## src/hw/rtl/smw_pkg.sv

```systemverilog
// Shared types and constants for the sliding window median core.
// No dependencies; imported by the cell and top level.
`default_nettype none

package smw_pkg;

   localparam int SAMPLE_W = 32;
   localparam int RESULT_W = 33;
   localparam int CSR_W    = 5;
   // Age field covers the largest supported window depth (64).
   localparam int AGE_W    = 6;

   localparam logic [CSR_W-1:0] CSR_WINDOW_RESET = 5'd5;

   // What one cell shows its neighbors and the scan mux.
   typedef struct packed {
      logic signed [SAMPLE_W-1:0] value;
      logic [AGE_W-1:0]           age;
      logic                       occ;      // cell holds a sample
      logic                       gt;       // value above incoming sample, or empty
      logic                       ev_upto;  // eviction at this cell or below
   } smw_tap_type;

   // Boundary taps below cell 0 and above the last cell.
   localparam smw_tap_type TAP_LOW = '{value: '0, age: '0, occ: 1'b0, gt: 1'b0,
                                       ev_upto: 1'b0};
   localparam smw_tap_type TAP_HIGH = '{value: '0, age: '0, occ: 1'b0, gt: 1'b1,
                                        ev_upto: 1'b0};

endpackage

`default_nettype wire

```

## src/hw/rtl/smw_if.sv

```systemverilog
// Valid/ready stream interfaces for the sample and result channels.
// Depends on smw_pkg for payload widths.
`default_nettype none

interface smw_req_if;
   logic                                 valid;
   logic                                 ready;
   logic signed [smw_pkg::SAMPLE_W-1:0]  sample;

   modport source (output valid, output sample, input ready);
   modport sink   (input valid, input sample, output ready);
endinterface

interface smw_rsp_if;
   logic                                 valid;
   logic                                 ready;
   logic signed [smw_pkg::RESULT_W-1:0]  median_doubled;

   modport source (output valid, output median_doubled, input ready);
   modport sink   (input valid, input median_doubled, output ready);
endinterface

`default_nettype wire

```

## src/hw/rtl/smw_cell.sv

```systemverilog
// One cell of the sorted sample chain: value, age and occupancy.
// Depends on smw_pkg; instantiated in a row by the top level.
`default_nettype none

module smw_cell #(
   parameter int AgeLast = 15
) (
   input  wire logic                                clock,
   input  wire logic                                reset,
   input  wire logic                                load,
   input  wire logic signed [smw_pkg::SAMPLE_W-1:0] sample,
   input  wire smw_pkg::smw_tap_type                left_tap,
   input  wire smw_pkg::smw_tap_type                right_tap,
   output smw_pkg::smw_tap_type                     tap
);
   import smw_pkg::*;

   logic signed [SAMPLE_W-1:0] value_ff, value_in;
   logic [AGE_W-1:0]           age_ff, age_in;
   logic                       occ_ff, occ_in;

   logic gt, ev_here, ev_below, from_left, from_right, keep;

   assign gt       = !occ_ff || (value_ff > sample);
   assign ev_here  = occ_ff && (age_ff == AGE_W'(AgeLast));
   assign ev_below = left_tap.ev_upto;

   assign tap = '{value: value_ff, age: age_ff, occ: occ_ff, gt: gt,
                  ev_upto: ev_below | ev_here};

   // net move of each entry: up one if above the insert, down one if above the eviction
   assign from_left  = left_tap.gt && !left_tap.ev_upto;
   assign from_right = !right_tap.gt && (ev_below || ev_here);
   assign keep       = !ev_here && (gt == ev_below);

   always_comb begin
      value_in = value_ff;
      age_in   = age_ff;
      occ_in   = occ_ff;
      if (load) begin
         if (from_left) begin
            value_in = left_tap.value;
            age_in   = left_tap.age + AGE_W'(1);
            occ_in   = left_tap.occ;
         end else if (from_right) begin
            value_in = right_tap.value;
            age_in   = right_tap.age + AGE_W'(1);
            occ_in   = right_tap.occ;
         end else if (keep) begin
            age_in   = age_ff + AGE_W'(1);
         end else begin
            value_in = sample;
            age_in   = '0;
            occ_in   = 1'b1;
         end
      end
   end

   always_ff @(posedge clock) begin
      value_ff <= value_in;
      age_ff   <= age_in;
      if (reset) begin
         occ_ff <= 1'b0;
      end else begin
         occ_ff <= occ_in;
      end
   end

endmodule

`default_nettype wire

```

## src/hw/rtl/sliding_window_median_core.sv

```systemverilog
// Sliding window median: top level with cell chain, rank scan and result register.
// Depends on smw_pkg, smw_if (smw_req_if, smw_rsp_if) and smw_cell.
//  - req_if carries one signed 32-bit sample per beat; rsp_if carries
//    median_doubled, twice the median of the last window_size samples
//    (sum of the two middle values for an even window).
//  - csr_window_size_we/wdata write window_size (reset 5); 0 acts as 1,
//    values above WINDOW_MAX act as WINDOW_MAX. Write only while idle.
//  - The cells keep the last WINDOW_MAX samples sorted, each tagged with
//    its age. A beat inserts the sample and evicts the oldest in the same
//    cycle it is accepted.
//  - Until the window has filled, a beat gives no result and the core is
//    ready again on the next cycle.
//  - Once full, a scan walks the chain one cell per cycle, counting cells
//    younger than the window to find the two middle ranks. The scan stops
//    at the cell of the upper middle rank, then a hold state writes the
//    result register; no new beat is accepted until the core is idle again.
//  - Result sits in an output register; the next sample is accepted while
//    it waits. If a new result is ready before the old one is taken, the
//    core holds it and stops accepting until rsp_if.ready.
//  - Sync reset empties the chain, clears fill count and result valid, sets window_size to 5.
`default_nettype none

module sliding_window_median_core #(
   parameter int WINDOW_MAX = 16
) (
   input  wire logic                              clock,
   input  wire logic                              reset,
   smw_req_if.sink                                req_if,
   smw_rsp_if.source                              rsp_if,
   input  wire logic                              csr_window_size_we,
   input  wire logic [smw_pkg::CSR_W-1:0]         csr_window_size_wdata
);
   import smw_pkg::*;

   localparam int CW = $clog2(WINDOW_MAX + 1);               // holds 0..WINDOW_MAX
   localparam int IW = (WINDOW_MAX > 1) ? $clog2(WINDOW_MAX) : 1;

   typedef enum logic [1:0] {ST_IDLE, ST_SCAN, ST_HOLD} state_type;

   state_type                  state_ff, state_in;
   logic [CSR_W-1:0]           csr_window_ff, csr_window_in;
   logic [CW-1:0]              fill_ff, fill_in;
   logic [IW-1:0]              idx_ff, idx_in;
   logic [CW-1:0]              cnt_ff, cnt_in;
   logic signed [SAMPLE_W-1:0] lo_ff, lo_in, hi_ff, hi_in;
   logic                       rsp_valid_ff, rsp_valid_in;
   logic signed [RESULT_W-1:0] rsp_data_ff, rsp_data_in;

   logic [31:0]   csr_wide;
   logic [CW-1:0] win;        // effective window
   logic [CW-1:0] fill_clamp, fill_next;
   logic [CW-1:0] rank_lo, rank_hi;
   logic          load, out_free, cell_in_window;

   smw_tap_type   taps [WINDOW_MAX];
   smw_tap_type   cur;

   // ---- window size register and clamp ----
   always_comb begin
      csr_window_in = csr_window_ff;
      if (csr_window_size_we) begin
         csr_window_in = csr_window_size_wdata;
      end
   end

   assign csr_wide = 32'(csr_window_ff);

   always_comb begin
      if (csr_wide == 32'd0) begin
         win = CW'(1);
      end else if (csr_wide > 32'(WINDOW_MAX)) begin
         win = CW'(WINDOW_MAX);
      end else begin
         win = CW'(csr_wide);
      end
   end

   assign rank_lo = (win - CW'(1)) >> 1;
   assign rank_hi = win >> 1;

   // ---- cell chain ----
   assign req_if.ready = (state_ff == ST_IDLE);
   assign load         = req_if.valid && req_if.ready;

   for (genvar i = 0; i < WINDOW_MAX; i++) begin : g_cell
      smw_tap_type left_tap, right_tap;
      if (i == 0) begin : g_lo
         assign left_tap = TAP_LOW;
      end else begin : g_lo
         assign left_tap = taps[i-1];
      end
      if (i == WINDOW_MAX - 1) begin : g_hi
         assign right_tap = TAP_HIGH;
      end else begin : g_hi
         assign right_tap = taps[i+1];
      end
      smw_cell #(.AgeLast(WINDOW_MAX - 1)) u_cell (
         .clock     (clock),
         .reset     (reset),
         .load      (load),
         .sample    (req_if.sample),
         .left_tap  (left_tap),
         .right_tap (right_tap),
         .tap       (taps[i])
      );
   end

   // ---- fill tracking ----
   assign fill_clamp = (fill_ff > win) ? win : fill_ff;
   assign fill_next  = (fill_clamp < win) ? fill_clamp + CW'(1) : fill_clamp;

   // ---- scan and result ----
   assign cur            = taps[idx_ff];
   assign cell_in_window = cur.occ && (32'(cur.age) < 32'(win));
   assign out_free       = !rsp_valid_ff || rsp_if.ready;

   always_comb begin
      state_in     = state_ff;
      fill_in      = fill_ff;
      idx_in       = idx_ff;
      cnt_in       = cnt_ff;
      lo_in        = lo_ff;
      hi_in        = hi_ff;
      rsp_data_in  = rsp_data_ff;
      rsp_valid_in = rsp_valid_ff && !rsp_if.ready;
      case (state_ff)
         ST_IDLE: begin
            if (load) begin
               fill_in = fill_next;
               idx_in  = '0;
               cnt_in  = '0;
               if (fill_next == win) begin
                  state_in = ST_SCAN;
               end
            end
         end
         ST_SCAN: begin
            idx_in = idx_ff + IW'(1);
            if (cell_in_window) begin
               cnt_in = cnt_ff + CW'(1);
               if (cnt_ff == rank_lo) begin
                  lo_in = cur.value;
               end
               if (cnt_ff == rank_hi) begin
                  hi_in    = cur.value;
                  state_in = ST_HOLD;
               end
            end
         end
         ST_HOLD: begin
            if (out_free) begin
               rsp_data_in  = RESULT_W'(lo_ff) + RESULT_W'(hi_ff);
               rsp_valid_in = 1'b1;
               state_in     = ST_IDLE;
            end
         end
         default: begin
            state_in = ST_IDLE;
         end
      endcase
   end

   always_ff @(posedge clock) begin
      idx_ff      <= idx_in;
      cnt_ff      <= cnt_in;
      lo_ff       <= lo_in;
      hi_ff       <= hi_in;
      rsp_data_ff <= rsp_data_in;
      if (reset) begin
         state_ff      <= ST_IDLE;
         csr_window_ff <= CSR_WINDOW_RESET;
         fill_ff       <= '0;
         rsp_valid_ff  <= 1'b0;
      end else begin
         state_ff      <= state_in;
         csr_window_ff <= csr_window_in;
         fill_ff       <= fill_in;
         rsp_valid_ff  <= rsp_valid_in;
      end
   end

   assign rsp_if.valid          = rsp_valid_ff;
   assign rsp_if.median_doubled = rsp_data_ff;

endmodule

`default_nettype wire
```

## src/flat_wrapper.sv

```systemverilog
// flat-port wrapper written by rule: the top's interface ports become plain ports
module sliding_window_median_core_flat import smw_pkg::*;
#(
   parameter int WINDOW_MAX = 16
)
  (clock, reset, csr_window_size_we, csr_window_size_wdata, req_if_valid, req_if_sample, req_if_ready, rsp_if_valid, rsp_if_median_doubled, rsp_if_ready);
  smw_req_if req_if_i ();
  smw_rsp_if rsp_if_i ();
  input  wire logic clock;
  input  wire logic reset;
  input  wire logic csr_window_size_we;
  input  wire logic [smw_pkg::CSR_W-1:0] csr_window_size_wdata;
  input wire logic [$bits(req_if_i.valid)-1:0] req_if_valid;
  input wire logic [$bits(req_if_i.sample)-1:0] req_if_sample;
  output wire logic [$bits(req_if_i.ready)-1:0] req_if_ready;
  output wire logic [$bits(rsp_if_i.valid)-1:0] rsp_if_valid;
  output wire logic [$bits(rsp_if_i.median_doubled)-1:0] rsp_if_median_doubled;
  input wire logic [$bits(rsp_if_i.ready)-1:0] rsp_if_ready;
  assign req_if_i.valid = req_if_valid;
  assign req_if_i.sample = req_if_sample;
  assign req_if_ready = req_if_i.ready;
  assign rsp_if_valid = rsp_if_i.valid;
  assign rsp_if_median_doubled = rsp_if_i.median_doubled;
  assign rsp_if_i.ready = rsp_if_ready;
  sliding_window_median_core #(.WINDOW_MAX(WINDOW_MAX)) u_core (.clock(clock), .reset(reset), .req_if(req_if_i), .rsp_if(rsp_if_i), .csr_window_size_we(csr_window_size_we), .csr_window_size_wdata(csr_window_size_wdata));
endmodule
```

## config.mk

```make
export PLATFORM = sky130hd
export DESIGN_NAME = sliding_window_median_core_flat
export DESIGN_NICKNAME = d
export VERILOG_FILES = /design/src/hw/rtl/smw_pkg.sv /design/src/hw/rtl/smw_if.sv /design/src/hw/rtl/smw_cell.sv /design/src/hw/rtl/sliding_window_median_core.sv /design/src/flat_wrapper.sv
export SDC_FILE = /design/constraint.sdc
export NUM_CORES = 2
export LEC_CHECK = 0
export BUFFER_PORTS_ARGS = -buffer_cell sky130_fd_sc_hd__buf_4
export CAP_MARGIN = 15
export CORE_ASPECT_RATIO = 1.1
export CORE_MARGIN = 1
export CORE_UTILIZATION = 50
export CTS_CLUSTER_DIAMETER = 40
export DETAILED_ROUTE_END_ITERATION = 12
export PLACE_DENSITY = 0.72
export SLEW_MARGIN = 30
export SYNTH_ARGS = -nofsm -noshare
export SYNTH_HDL_FRONTEND = slang
export SYNTH_SLANG_ARGS = --single-unit
export TNS_END_PERCENT = 1
```

## constraint.sdc

```tcl
create_clock -name clock -period 8.5 [get_ports clock]
set_input_delay 1.7 -clock clock [delete_from_list [all_inputs] [get_ports clock]]
set_output_delay 1.7 -clock clock [all_outputs]
set_load 0.01 [all_outputs]
```

==> flow_metrics.tcl <==
set metrics [dict create \
    status "finished clean" \
    drive_gt1_frac 0.193 \
    die_w_um 319 \
    period_needed_ns 7.16 \
    fillCellCount 9040 \
    routedWlPerCell_um 30.9 \
    required_ns 8.96 \
    cts_resized 0 \
    worst_pin_slew_ns 1.09 \
    gr-total-overflow 0 \
    post-route-period-util 0.842 \
    firstDrtPassIters 8 \
    syn_avg_cell_area_sq_um 11.0 \
    grt_pass1_wl_mm 298 \
    clk_pin_slew_ns 0.05 \
    synthCells 5041 \
    finalClockSkew_ns 0.0468 \
    syn_nets 5676 \
    peakVddDrop_mv 0.219 \
    synth_common_cells "edfxtp_1, ha_1, nand2_1, o21ai_0, mux2_2" \
    criticalPathCategory "in2reg" \
    synth_area_leader_cell "edfxtp_1" \
    area_delta_synth_final_pct 13.4 \
    cts_buffers 139 \
    end_kind "flop" \
    dp_hpwl_mm 144 \
    hold_class "reg2reg" \
    fin_nets 5732 \
    fp.dieH_um 351 \
    grt_max_degree 78 \
    postCtsHoldBufs 0 \
    cts_tree "yes" \
    drt-total-wl_mm 205 \
    slew_headroom 0.275 \
    drv_slew 0 \
    clock_sinks 743 \
    synth.yosys.warnings 0 \
    worstPathMaxFanout 17 \
    via_per_inst 6.91 \
    setup_ws_ns 1.34 \
    io_buffers 76 \
    finalSetupViolations 0 \
    crit_path_start_kind "input port" \
    yosysTopAreaCellShare 0.388 \
    power.density_nw_per_um2 304 \
    start_util 0.505 \
    place_ws_ns 1.03 \
    ctsRootBufferMaster "clkbuf_16" \
    ys_async_sr_fraction 0 \
    synth.most_common_cell "edfxtp_1" \
    finalHoldViolCount 0 \
    synth_edf_count 714 \
    synth_area_leaders "edfxtp_1, ha_1, mux4_2" \
    vias 45800 \
    max_freq_mhz 140 \
    total_power_uw 19100 \
    clock_latency_ns 0.76 \
    synth_seq_cells 743 \
    io_pins 77 \
    p_leak_uw 0.0233 \
    hold_slack_ns 0.483 \
    critPathArrivalTime_ns 7.62 \
    core_sq_um 109000 \
    post_cts_buffers 0 \
    rsz0062_at_grt "false" \
    htree_levels 4 \
    syn_area_sq_um 55200 \
    gp_congestion 1.09 \
    setup_tns_ns 0 \
    drc 0 \
    seq_area_frac_synth 0.399 \
    antenna_found_initial 23 \
    yosysUniqueCellTypes 89 \
    cts.path.max_buffers 3 \
    track_usage 0.363 \
    ys.flop_type "edfxtp_1" \
    ant_nets 0 \
    rows 127 \
    drtIter0Drc 5866 \
    grt_pass1_vias 44900 \
    drv_cap 0 \
    die-area_sq_um 112000 \
]
-- flip-flops by register name (all words and copies together) (netlist names) --
register	cells
u_core.g_cell.u_cell.value_ff	512
u_core.g_cell.u_cell.age_ff	96
u_core.rsp_if.median_doubled	33
u_core.hi_ff	32
u_core.lo_ff	32
u_core.g_cell.u_cell.occ_ff	16
u_core.cnt_ff	5
u_core.csr_window_ff	5
u_core.fill_ff	5
u_core.idx_ff	4
u_core.state_ff	2
u_core.rsp_if.valid	1
-- cells by family after synthesis --
kind of cell,Yosys count,share of synthesized area
AO/OA/AOI/OAI,1236,0.134
AND/OR/NAND/NOR,1198,0.100
multiplexers,746,0.186
flip-flops,743,0.399
adder cells (fa/ha/maj),593,0.134
buffers and inverters,411,0.0291
XOR/XNOR,114,0.0181
-- stage by stage --
| stage | instance area, sq um | instances | util |
|---|---|---|---|
| after global placement | 57700 | 6370 | 0.528 |
| after floorplan | 55200 | 5041 | - |
| after detailed placement | 57700 | 6372 | 0.528 |
| after global routing | 62600 | 6630 | 0.573 |
| after CTS | 62600 | 6625 | 0.572 |
| final | 62700 | 6637 | 0.573 |
-- worst max-delay path: stages --
cell	delay, ns
buf_4	0.18
clkinv_1	0.54
buf_4	0.42
ha_1	0.33
a21oi_1	0.21
o22ai_1	0.11
o21bai_1	0.20
nor3b_1	0.86
o21ai_0	0.31
xor2_1	0.72
a21o_1	0.23
ha_2	0.26
nor2b_1	0.17
nand2_1	0.14
nor2_1	0.09
nor2_4	0.75
buf_4	0.34
-- layer usage --
metal | global-route usage | routed length [um] | up-vias | share of wire
li1 | - | - | 19600 | -
met1 | 0.440 | 73900 | 22300 | 0.36
met2 | 0.562 | 91100 | 3078 | 0.44
met3 | 0.103 | 24400 | 845 | 0.12
met4 | 0.248 | 15700 | 20 | 0.077
met5 | 0 | 145 | - | 0.00071
-- path summary, 6_finish.rpt --
path	startpoint	endpoint	cells after the start	slack, ns
setup / recovery	req_if_sample[1]	u_core.g_cell[12].u_cell.value_ff[20]$_DFFE_PP_	17	1.34
hold / removal	u_core.fill_ff[4]$_SDFFE_PP0P_	u_core.fill_ff[4]$_SDFFE_PP0P_	2	0.48
setup reg to reg	u_core.g_cell[12].u_cell.value_ff[13]$_DFFE_PP_	u_core.g_cell[12].u_cell.value_ff[20]$_DFFE_PP_	15	2.61
hold reg to reg	u_core.fill_ff[4]$_SDFFE_PP0P_	u_core.fill_ff[4]$_SDFFE_PP0P_	2	0.48
-- power breakdown --
group	switching (uW)	internal [uW]	total (uW)	leakage (uW)
Clock	2060	3720	5780	0.00232
Combinational	3810	2750	6560	0.0139
Sequential	1250	5450	6710	0.00715
Total	7130	11900	19100	0.0233
-- final cells by class --
class	count	area (sq um)	share of cell area
tap	1419	1780	0.0283
antenna	9	22.5	0.000359
clock inverter	92	1100	0.0176
timing repair buffer	195	1570	0.0251
multi-input combinational	3887	32000	0.510
clock buffer	161	3710	0.0592
sequential	743	22000	0.351
inverter	131	494	0.00789
-- cell usage in the layout (no fill, tap or decap), types with 38 or more instances in the layout --
| cell | n |
|---|---|
| clkbuf_16 | 146 |
| o21ai_0 | 528 |
| buf_4 | 188 |
| mux2i_1 | 238 |
| nand4_1 | 116 |
| nor3_1 | 43 |
| ha_1 | 577 |
| mux4_2 | 189 |
| nand2_1 | 533 |
| nand2b_1 | 42 |
| xor2_1 | 38 |
| inv_1 | 96 |
| a21o_1 | 123 |
| nand3_1 | 93 |
| mux2_2 | 306 |
| nor2b_1 | 45 |
| a21oi_1 | 264 |
| nor2_1 | 209 |
| xnor2_1 | 76 |
| edfxtp_1 | 714 |
| clkinv_1 | 44 |
Note: power is estimated with default switching activity, not from simulation.
